<file path="config.mk">
export PLATFORM = sky130hd
export DESIGN_NAME = oets_cell
export DESIGN_NICKNAME = d
export VERILOG_FILES = /design/src/rtl/core/odd_even_transposition_sorter_assert.svh /design/src/rtl/core/oets_pkg.sv /design/src/rtl/core/oets_cell.sv
export SDC_FILE = /design/constraint.sdc
export NUM_CORES = 1
export LEC_CHECK = 0
export BUFFER_PORTS_ARGS = -buffer_cell sky130_fd_sc_hd__buf_2
export CAP_MARGIN = 5
export CORE_UTILIZATION = 30
export DETAILED_ROUTE_END_ITERATION = 10
export PLACE_DENSITY = 0.55
export SYNTH_ARGS = -nofsm -noshare
export SYNTH_HDL_FRONTEND = slang
export SYNTH_SLANG_ARGS = --single-unit
</file>
<file path="constraint.sdc">
create_clock -name clk_i -period 3.74 [get_ports clk_i]
set_input_delay 0.374 -clock clk_i [delete_from_list [all_inputs] [get_ports clk_i]]
set_output_delay 0.374 -clock clk_i [all_outputs]
set_load 0.01 [all_outputs]
</file>
<file path="src/rtl/core/odd_even_transposition_sorter_assert.svh">
// assertion macros for the odd-even transposition sorter
`ifndef ODD_EVEN_TRANSPOSITION_SORTER_ASSERT_SVH
`define ODD_EVEN_TRANSPOSITION_SORTER_ASSERT_SVH

`ifndef SYNTHESIS

// property holds in every cycle out of reset
`define OETS_ASSERT_ALWAYS(label, clk, rst_n, prop) \
  label: assert property (@(posedge clk) disable iff (!rst_n) (prop)) \
    else $error("oets assertion failed");

// consequent holds in the same cycle as the antecedent
`define OETS_ASSERT_IMPL(label, clk, rst_n, ante, cons) \
  label: assert property (@(posedge clk) disable iff (!rst_n) (ante) |-> (cons)) \
    else $error("oets assertion failed");

// consequent holds in the cycle after the antecedent
`define OETS_ASSERT_NEXT(label, clk, rst_n, ante, cons) \
  label: assert property (@(posedge clk) disable iff (!rst_n) (ante) |=> (cons)) \
    else $error("oets assertion failed");

`else

`define OETS_ASSERT_ALWAYS(label, clk, rst_n, prop)
`define OETS_ASSERT_IMPL(label, clk, rst_n, ante, cons)
`define OETS_ASSERT_NEXT(label, clk, rst_n, ante, cons)

`endif

`endif

</file>
<file path="src/rtl/core/oets_pkg.sv">
`timescale 1ns / 1ps

package oets_pkg;

  // capacity of the cell row
  localparam int MaxElements = 64;
  localparam int CountW      = $clog2(MaxElements + 1);
  localparam int ValueW      = 32;

  typedef logic signed [ValueW-1:0] value_t;

  // what every cell does in one cycle
  typedef enum logic [1:0] {
    CELL_HOLD,
    CELL_LOAD,
    CELL_SORT,
    CELL_EMIT
  } cell_op_e;

  // control handed from the sequencer to one cell
  typedef struct packed {
    cell_op_e op;
    logic     lower;
    logic     upper;
  } cell_ctrl_t;

endpackage

</file>
<file path="src/rtl/core/oets_cell.sv">
`timescale 1ns / 1ps

module oets_cell (
  input  logic                clk_i,
  input  oets_pkg::cell_ctrl_t ctrl_i,
  input  oets_pkg::value_t    left_i,
  input  oets_pkg::value_t    right_i,
  output oets_pkg::value_t    value_o
);
  import oets_pkg::*;

  value_t value_q;
  value_t value_d;

  // shift in, compare-exchange with the partner, or shift out
  always_comb begin
    value_d = value_q;
    case (ctrl_i.op)
      CELL_LOAD: value_d = left_i;
      CELL_EMIT: value_d = right_i;
      CELL_SORT: begin
        if (ctrl_i.lower && (right_i < value_q)) begin
          value_d = right_i;
        end else if (ctrl_i.upper && (left_i > value_q)) begin
          value_d = left_i;
        end
      end
      default: value_d = value_q;
    endcase
  end

  // element register
  always_ff @(posedge clk_i) begin
    value_q <= value_d;
  end

  assign value_o = value_q;

endmodule
</file>
==> metrics.cfg <==
[yosys]
synth_ff_type = edfxtp_1
ys_seq_area_share_pct = 31.6
yosys_warnings = 0
synth.most_common_cell = ha_1
synth_area_per_cell_um2 = 11.3
ys_top_cells_by_count = ha_1, inv_1, edfxtp_1, mux2_4, a21oi_1
ys_async_sr_fraction_pct = 0
syn-instance-count = 269
synth_edf_count = 32
synth_top_cell_area_share_pct = 31.6
synth_cell_types = 38
ys_ff_latch = 32
synth_area_um2 = 3040
postSynthNetCount = 401
yosysTopAreaCell = edfxtp_1
synth.area.top_cells = edfxtp_1, ha_1, mux2_4

[place]
place_area_um2 = 3670
finalWeightedCongestion = 0.767
dp_hpwl_um = 6000
port_buffers = 100

[critical_path]
startpoint_type = flop
path_class = reg -> reg
r2r_slack_ps = 510
reg2regPathDepth = 9
cp-end-kind = flop
r2r-start = value_o[31]
crit_start = value_o[31]
crit_required_ps = 3650
cp_max_fo = 32
rr_endpoint = value_o[7]
crit_arrival_ps = 3140

[floorplanning]
dieHeight_um = 103
fp.coreArea_um2 = 9770
initial_core_util_pct = 31.1
dieWidth_um = 103
rows = 36
num_io_pins = 101
dieArea_um2 = 10500

[power_and_ir_drop]
pwr_density_cell_nw_per_um2 = 361
ir_drop_mv = 0.131
leakage_nw = 1.85

[final_layout]
fin_area_um2 = 3750
drive_gt1_share_pct = 38.7
nNetsFinal = 507
largest_reg_flops = 32
diodes = 0
areaGrowthSynthToFinish_pct = 23.5
fill_cells = 1014

[clock_network]
path_clk_slew_ps = 70
cts_htree_levels = 2
cts.hold.buffers_added = 0
clkSinkCount = 32
cts_tree = yes
cts_resized = 0
insertion_delay_ps = 290
post-cts-setup-buffers = 0
cts_root_buffer = clkbuf_8
cts_buffers = 5
cts_max_path_buffers = 2

[global_route]
grt_max_degree = 33
antenna_found_initial = 0
grt_usage_pct = 14.6
grt_pass1_wl_um = 11700
grt_pass1_vias = 2395
overflow = 0

[route]
first_pass_iters = 4
final_antenna_net_count = 0
drc = 0
drt_iter0_drc = 56
routed_wirelength_um = 7260
wire_per_inst_um = 14.3
via_per_inst = 4.68
vias = 2378

[timing]
setup_viol = 0
clock_skew_ps = 9.01
fmax_ghz = 0.309
fin_crit_sh_pct = 86.5
post-route-min-period_ps = 3230
slew_headroom_pct = 43.2
final_hold_viol_count = 0
slew_viol_final = 0
worst_pin_slew_ps = 853
finalSetupTns_ps = 0
rsz0062_at_grt = false

[status]
status = complete, no violations

[worst_hold_path]
min_from = left_i[25]
hold_class = in -> reg
whs_endpoint = value_o[25]
min_path_cells = 2

[run]
maxCapViolCount = 0

worst max path at each step:
stage                              to  slack, ps  cells after the start
after detailed placement  value_o[27]        340                      9
after floorplan            value_o[0]        570                      9
after global routing       value_o[4]        190                      9
final                      value_o[7]        510                      9
after CTS                  value_o[5]        420                      9
after global placement    value_o[21]        380                      9
worst max-delay path, cell delays in order, from the launching register on:
cell and delay (ps):
edfxtp_1 350, inv_1 60, ha_1 410, nand4_2 160
nor4_1 440, nor3b_2 230, a22o_1 210, nor2_1 70
xnor2_1 160, a311o_2 770
through the flow:
step | util [%] | total power, mW | setup WS, ps | hold slack (ps) | instances
after CTS | 38.4 | 1.38 | 419 | 396 | 508
after global placement | 37.6 | 1.10 | 376 | 690 | 501
after global routing | 38.4 | 1.47 | 193 | 394 | 508
after floorplan | - | 0.920 | 571 | 591 | 269
final | 38.4 | 1.35 | 506 | 402 | 508
after detailed placement | 37.6 | 1.11 | 337 | 698 | 501
metal layers:
layer	track usage, %	wire, um	vias to the layer above
met5	0	0	-
met4	3.63	70	0
met2	24.8	3390	66
met3	3.25	401	8
met1	18.7	3400	1076
li1	-	-	1228
final cells by class:
type | count | area, um2 | area share [%]
Tap cell | 133 | 166 | 4.44
Sequential cell | 32 | 961 | 25.6
Clock buffer | 5 | 68.8 | 1.83
Inverter | 35 | 131 | 3.50
Multi-Input combinational cell | 199 | 1900 | 50.7
Timing Repair Buffer | 102 | 515 | 13.7
Clock inverter | 2 | 7.51 | 0.200
cell usage in the layout, fill, tap and decap left out, types with 2 or more instances in the layout:
master	instances
a221oi_1	2
clkinv_1	2
a211oi_1	3
nand4_1	12
a21oi_1	25
inv_1	35
edfxtp_1	32
nand2_1	14
nand3_1	7
mux2_2	2
o21ai_0	6
nor2b_1	2
nor3_1	2
mux2_4	30
nand2b_1	2
ha_1	63
buf_2	100
nor2_1	6
clkbuf_8	5
o21a_1	3
buf_4	2
power breakdown:
part / switching [mW] / internal [mW] / leakage [nW]
sequential: 0.0280 / 0.473 / 0.319
combinational: 0.317 / 0.279 / 1.50
clock: 0.135 / 0.123 / 0.0391
total: 0.480 / 0.874 / 1.85
cells by family (layout without fill, tap and decap cells):
group / Yosys count / count (layout) / share of synthesized area [%]
and+or+nand+nor: 50 / 50 / 8.82
DFF: 32 / 32 / 31.6
adders and majority gates: 63 / 63 / 26.0
xor gates and xnor gates: 1 / 1 / 0.288
AOI/OAI and AO/OA: 52 / 52 / 11.6
muxes: 33 / 33 / 15.9
buffers and inverters: 38 / 144 / 5.81
(Power assumes the default switching activity.)
